==> config.mk <==
export PLATFORM = sky130hd
export DESIGN_NAME = tccw_cursor_step
export DESIGN_NICKNAME = d
export VERILOG_FILES = /design/src/rtl/tccw_pkg.sv /design/src/rtl/tccw_cursor_step.sv
export SDC_FILE = /design/constraint.sdc
export NUM_CORES = 1
export LEC_CHECK = 0
export BUFFER_PORTS_ARGS = -buffer_cell sky130_fd_sc_hd__buf_2
export CORE_MARGIN = 2
export CORE_UTILIZATION = 50
export DETAILED_ROUTE_END_ITERATION = 8
export PLACE_DENSITY = 0.8
export RECOVER_POWER = 100
export SYNTH_ARGS = -nofsm -noshare
export SYNTH_HDL_FRONTEND = slang
export SYNTH_SLANG_ARGS = --single-unit
==> constraint.sdc <==
create_clock -name vclk -period 10.3
set_input_delay 1.545 -clock vclk [all_inputs]
set_output_delay 1.545 -clock vclk [all_outputs]
set_load 0.005 [all_outputs]
==> src/rtl/tccw_pkg.sv <==
// ============================================================================
// tccw_pkg
// Shared types and constants for the text console character writer.
// ============================================================================
package tccw_pkg;

    // item kinds
    typedef enum logic [1:0] {
        KIND_PUT   = 2'd0,
        KIND_SET   = 2'd1,
        KIND_CLEAR = 2'd2,
        KIND_READ  = 2'd3
    } kind_t;

    // register map, word index taken from paddr[3:2]
    localparam int          APB_AW      = 4;
    localparam logic [1:0]  REG_COLUMNS = 2'd0;
    localparam logic [1:0]  REG_ROWS    = 2'd1;
    localparam logic [1:0]  REG_ATTR    = 2'd2;

    localparam logic [6:0]  COLUMNS_RST = 7'd80;
    localparam logic [4:0]  ROWS_RST    = 5'd25;
    localparam logic [7:0]  ATTR_RST    = 8'h0F;

    // character codes
    localparam logic [7:0]  CH_BS       = 8'h08;
    localparam logic [7:0]  CH_TAB      = 8'h09;
    localparam logic [7:0]  CH_LF       = 8'h0A;
    localparam logic [7:0]  CH_CR       = 8'h0D;
    localparam logic [7:0]  BLANK_CHAR  = 8'h20;

    localparam logic [15:0] RESET_CELL  = 16'h0F20;

    // width of linear screen index arithmetic (7-bit column, 5-bit row)
    localparam int          IDX_W       = 13;

    // outcome of one item on the cursor
    typedef struct packed {
        logic [6:0] new_x;
        logic [4:0] new_y;
        logic       wr_en;   // printable character goes to the cell at wr_x, wr_y
        logic [6:0] wr_x;
        logic [4:0] wr_y;
        logic       scroll;
        logic [6:0] pos_x;   // clamped col/row of the item
        logic [4:0] pos_y;
    } step_t;

endpackage

==> src/rtl/tccw_cursor_step.sv <==
// ============================================================================
// tccw_cursor_step
// Cursor update for one item: clamping, control codes, wrap and scroll flag.
// ============================================================================
module tccw_cursor_step
    import tccw_pkg::*;
(
    input  kind_t      kind,
    input  logic [7:0] char_code,
    input  logic [6:0] col,
    input  logic [4:0] row,
    input  logic [6:0] cur_x,
    input  logic [4:0] cur_y,
    input  logic [6:0] ncols,
    input  logic [4:0] nrows,
    output step_t      step
);

    logic [6:0] ncm1;
    logic [4:0] nrm1;
    logic [6:0] cx;
    logic [4:0] cy;
    logic [6:0] px;
    logic [4:0] py;
    logic [7:0] x1;
    logic [5:0] y1;
    logic       put_wr;
    logic       put_scroll;

    assign ncm1 = ncols - 7'd1;
    assign nrm1 = nrows - 5'd1;
    assign cx   = (cur_x > ncm1) ? ncm1 : cur_x;
    assign cy   = (cur_y > nrm1) ? nrm1 : cur_y;
    assign px   = (col > ncm1) ? ncm1 : col;
    assign py   = (row > nrm1) ? nrm1 : row;

    always_comb begin
        x1     = {1'b0, cx};
        y1     = {1'b0, cy};
        put_wr = 1'b0;
        case (char_code)
            CH_BS: begin
                if (cx != 7'd0) begin
                    x1 = {1'b0, cx} - 8'd1;
                end
            end
            CH_TAB: begin
                x1 = ({1'b0, cx} + 8'd4) & 8'hFC;
            end
            CH_CR: begin
                x1 = 8'd0;
            end
            CH_LF: begin
                x1 = 8'd0;
                y1 = y1 + 6'd1;
            end
            default: begin
                if (char_code >= BLANK_CHAR) begin
                    put_wr = 1'b1;
                    x1     = x1 + 8'd1;
                end
            end
        endcase
        if (x1 >= {1'b0, ncols}) begin
            x1 = 8'd0;
            y1 = y1 + 6'd1;
        end
        put_scroll = (y1 >= {1'b0, nrows});
        if (put_scroll) begin
            y1 = {1'b0, nrm1};
        end
    end

    always_comb begin
        step        = '0;
        step.wr_x   = cx;
        step.wr_y   = cy;
        step.pos_x  = px;
        step.pos_y  = py;
        case (kind)
            KIND_PUT: begin
                step.new_x  = x1[6:0];
                step.new_y  = y1[4:0];
                step.wr_en  = put_wr;
                step.scroll = put_scroll;
            end
            KIND_SET: begin
                step.new_x = px;
                step.new_y = py;
            end
            KIND_CLEAR: begin
                step.new_x = 7'd0;
                step.new_y = 5'd0;
            end
            default: begin
                step.new_x = cx;
                step.new_y = cy;
            end
        endcase
    end

endmodule

* Word level (Yosys, flattened, before mapping)
Index checks and enable logic that the tools add are counted.
** Storage, ports and cells
- Bits in registers :: 0
- Bits in read-only memories :: 0
- Output and inout bits :: 38
- Bits in writable memories :: 0
- Word-level logic and storage cells :: 40
- Memories kept :: 0
- Bits in latches :: 0
** Cells by class
- Div/mod/pow operators :: 0
- Order comparisons :: 7
- Reduce and logical (&&, ||, !) cells :: 4
- Shift-type cells :: 0
- Multiply operators :: 0
- Multiplexer cells :: 16
- $add $sub $neg :: 7
- Bitwise operators :: 0
- Eq/ne operators :: 6
** Operators by type and width (number)
- one-hot mux 12 bit (3 select lines) :: 1
- equality test 8 x 4 -> 1 bit, second input constant :: 4
- one-hot mux 8 bit (3 select lines) :: 1
- 2-to-1 mux 7 bit :: 3
- 2-to-1 mux 8 bit :: 2
- 2-to-1 mux 5 bit :: 3
- > comparator 7 bit :: 2
- 2-to-1 mux 6 bit :: 2
- > comparator 5 bit :: 2
- adder 7 x 1 -> 8 bit, second input constant :: 1
- adder 7 x 3 -> 8 bit, second input constant :: 1
- >= comparator 8 x 6 -> 1 bit, second input constant :: 1
- >= comparator 8 x 7 -> 1 bit :: 1
- subtractor 7 x 1 -> 8 bit, second input constant :: 1
- nonzero test 7 bit :: 1
- subtractor 7 x 1 -> 7 bit, second input constant :: 1
- adder 5 x 1 -> 6 bit, second input constant :: 1
- adder 6 x 1 -> 6 bit, second input constant :: 1
- >= comparator 6 x 5 -> 1 bit :: 1
- subtractor 5 x 1 -> 5 bit, second input constant :: 1
- 2-to-1 mux 1 bit :: 4
- OR reduction 4 bit :: 1
- equality test 2 x 1 -> 1 bit, second input constant :: 1
- equality test 2 bit, second input constant :: 1
- other kinds (2) :: 2

* Logic depth before layout (Yosys ltp)
- Depth in word-level cells :: 11
- Depth in mapped cells :: 40
- Depth with buffers taken out :: 39

* Worst setup path before layout
Ideal clock, no wire load.
- Kind :: input to output
- Start :: input port ncols[0]
- End :: output port step[26] in the netlist's numbering
- Data arrival time :: 8.484 ns
- Required time :: 8.755 ns
- Setup slack :: 0.271 ns
- Path buffers :: 1
- Stages on the path :: 38
- Cells stage by stage :: inv_1 > ha_1 > nor3b_2 > and3_1 > xnor2_1 > maj3_2 > buf_6 > a21oi_1 > nor2_1 > a21oi_1 > inv_1 > ha_1 > nand2_1 > or2_1 > xor2_1 > a2bb2oi_1 > ha_1 > nand2b_1 > [2 not listed] > a21o_1 > a21o_1 > a21o_1 > a221oi_1 > o211ai_4 > xnor2_1 > ha_1 > nand2b_1 > a21o_1 > a21oi_1 > nor2b_1 > o21ai_0 > nand2b_1 > a41oi_1 > inv_1 > a31oi_2 > mux2_2 > o22ai_1
** RTL lines
- start, declared :: RTL line tccw_cursor_step.sv:14 : input logic [6:0] ncols,
- end, declared :: RTL line tccw_cursor_step.sv:16 : output step_t step

==> flow_summary.yaml <==
floorplan:
  rows: 26
  core-area_sq_um: 5107
  die_h_microns: 76.65
  dieArea_sq_um: 5874
  die-width_microns: 76.65
  start_util_pct: 51.67
  num_io_pins: 84
logic_synthesis:
  muxShareOfSynthArea_pct: 6.449
  ys_seq_area_share_pct: 0
  synthesis.nets: 465
  synth.avg_cell_area_sq_um: 6.908
  synth_cells: 382
  synth_commonest_cells: "nand2_1, ha_1, inv_1"
  yosys.area_share.simple_pct: 26.70
  synthTopCellsByArea: "ha_1, xnor2_1, nand2_1, a21oi_1, o21ai_0"
  synth_top_family_by_area: "compound AO/OA/AOI/OAI gates"
  synth_most_common_cell: "nand2_1"
  yosysWarnings: 0
  synth_top_cell_by_area: "ha_1"
  synth.distinct_cells: 71
  synth_top_area_share_pct: 17.54
  syn_area_sq_um: 2639
  synth_compound_area_share_pct: 29.45
  synth-xor-area-share_pct: 12.19
  synth_fa_ha_area_share_pct: 18.73
setup_path:
  required_ns: 8.76
  worst_path_max_delay_cell: "mux2_2"
  critPathCapture: "step[26]"
  critPathMaxFanout: 8
  arrival_ns: 8.38
  cp-startpoint: "ncols[0]"
  cp-end-kind: "output pin"
  start_kind: "input port"
  path_common_cell: "a21o_1"
  crit_type: "input port to output pin"
  critical_path.max_stage_delay_ns: 0.37
min_path:
  min_delay_path_depth: 4
  hold_class: "input port to output pin"
routing:
  wirelength_microns: 8726
  drt-initial-drc-count: 243
  wire_per_inst_microns: 15.84
  vias_per_cell: 6.034
  vias: 3325
  drc: 0
  firstDrtPassIters: 5
  ant_nets: 0
timing:
  drv_slew: 0
  min_period_ns: 9.924
  fmax_mhz: 100.8
  fin_crit_sh_pct: 96.35
  tns_ns: 0
  tightest_slew_ns: 0.8664
  hold_violations: 0
  timing.final.ws_setup_ns: 0.3764
  hold_ws_ns: 3.455
  finalSetupViolCount: 0
  max_slew_margin_pct: 41.80
placed_design:
  place_ws_ns: -0.1768
  hpwlAfterDp_microns: 7313
  place_area_sq_um: 3242
  dp.cells: 545
  routabilityCongestion: 0.9464
  portBuffers: 84
global_route:
  antenna_found_initial: 0
  grt_pass1_vias: 3063
  grt_pass1_wl_microns: 14250
  grt_max_degree: 18
  track_usage_pct: 28.71
  gr-total-overflow: 0
final_layout:
  fin_area_sq_um: 3353
  instances_no_fill: 551
  fin_util_pct: 65.65
  drive_gt1_share_pct: 29.94
  antenna_cells: 0
  nClkBuffers: 0
  fin_nets: 566
  regArea_sq_um: 0
  nFlopsAndLatches: 0
  areaGrowthSynthToFinish_pct: 27.07
pwr:
  ir_drop_mv: 0.05028
  powerDensity_nw_per_um2: 82.54
  intPower_uw: 125.6
  pwr-share-comb_pct: 100.0
  sw_frac_of_total_pct: 54.62
  power.total_uw: 276.8
  p_leak_nw: 1.628
  seqPwrFrac_pct: 0
  switchingPower_uw: 151.2
  p_clk_share_pct: 0
status:
  status: "completed"
clock_network:
  hold_buffers: 0
flow_run:
  cap_violations: 0
final cells by class:
cell class	instances	area, sq um
inverter	33	123.9
timing repair buffer	109	605.6
multi-input combinational	339	2536
fill	503	1754
tap	70	87.58
cells by family after synthesis:
| family | count (synthesis) |
|---|---|
| AND/OR/NAND/NOR | 139 |
| buffers and inverters | 43 |
| AO/OA/AOI/OAI | 113 |
| multiplexers | 16 |
| adder cells (fa/ha/maj) | 40 |
| XOR/XNOR | 31 |
critical path, delay by kind of cell:
kind            cells  cell delay, ns
simple gates        7            1.00
xor+xnor            2            0.29
buf+inv             5            0.67
compound gates     15            2.49
fa+ha+maj           5            1.35
mux                 3            1.05
worst min path at each step:
stage / start / to / slack (ns)
2_1_floorplan: nrows[0] / step[0] / 3.15
3_3_place_gp: row[1] / step[1] / 3.45
3_5_place_dp: row[1] / step[1] / 3.45
4_1_cts: row[1] / step[1] / 3.45
5_1_grt: row[1] / step[1] / 3.47
6_report: row[1] / step[1] / 3.45
power groups by stage:
stage	sequential (mW)	combinational [mW]	clock [mW]
floorplan	0	0.167	0
global placement	0	0.248	0
detailed placement	0	0.253	0
CTS	0	0.256	0
global route	0	0.305	0
finish	0	0.277	0
layout by cell type (no fill, tap or decap), types with 9 or more instances in the layout:
cell	n
xnor2_1	18
nand2_1	41
mux2i_1	11
a21oi_1	21
buf_4	24
nand3_1	13
nor3_1	14
nand2b_1	9
nor2_1	27
inv_1	30
ha_1	36
buf_2	81
o21ai_0	24
timing repair:
item                       CTS  global route
setup endpoints to repair    4             6
cloned                       0             0
hold endpoints to repair     0             0
resized for setup            2            16
pin swaps                    0             4
setup buffers                0             6
metal layers:
metal | global-route usage [%] | part of all wire (%) | wire (microns) | vias up
met2 | 49.29 | 46 | 4026 | 190
met3 | 1.659 | 8.3 | 724 | 26
met1 | 38.24 | 42 | 3704 | 1505
li1 | - | - | - | 1604
met5 | 0 | 0 | 0 | -
met4 | 9.273 | 3.1 | 270 | 0
Note: power is estimated with default switching activity, not from simulation.
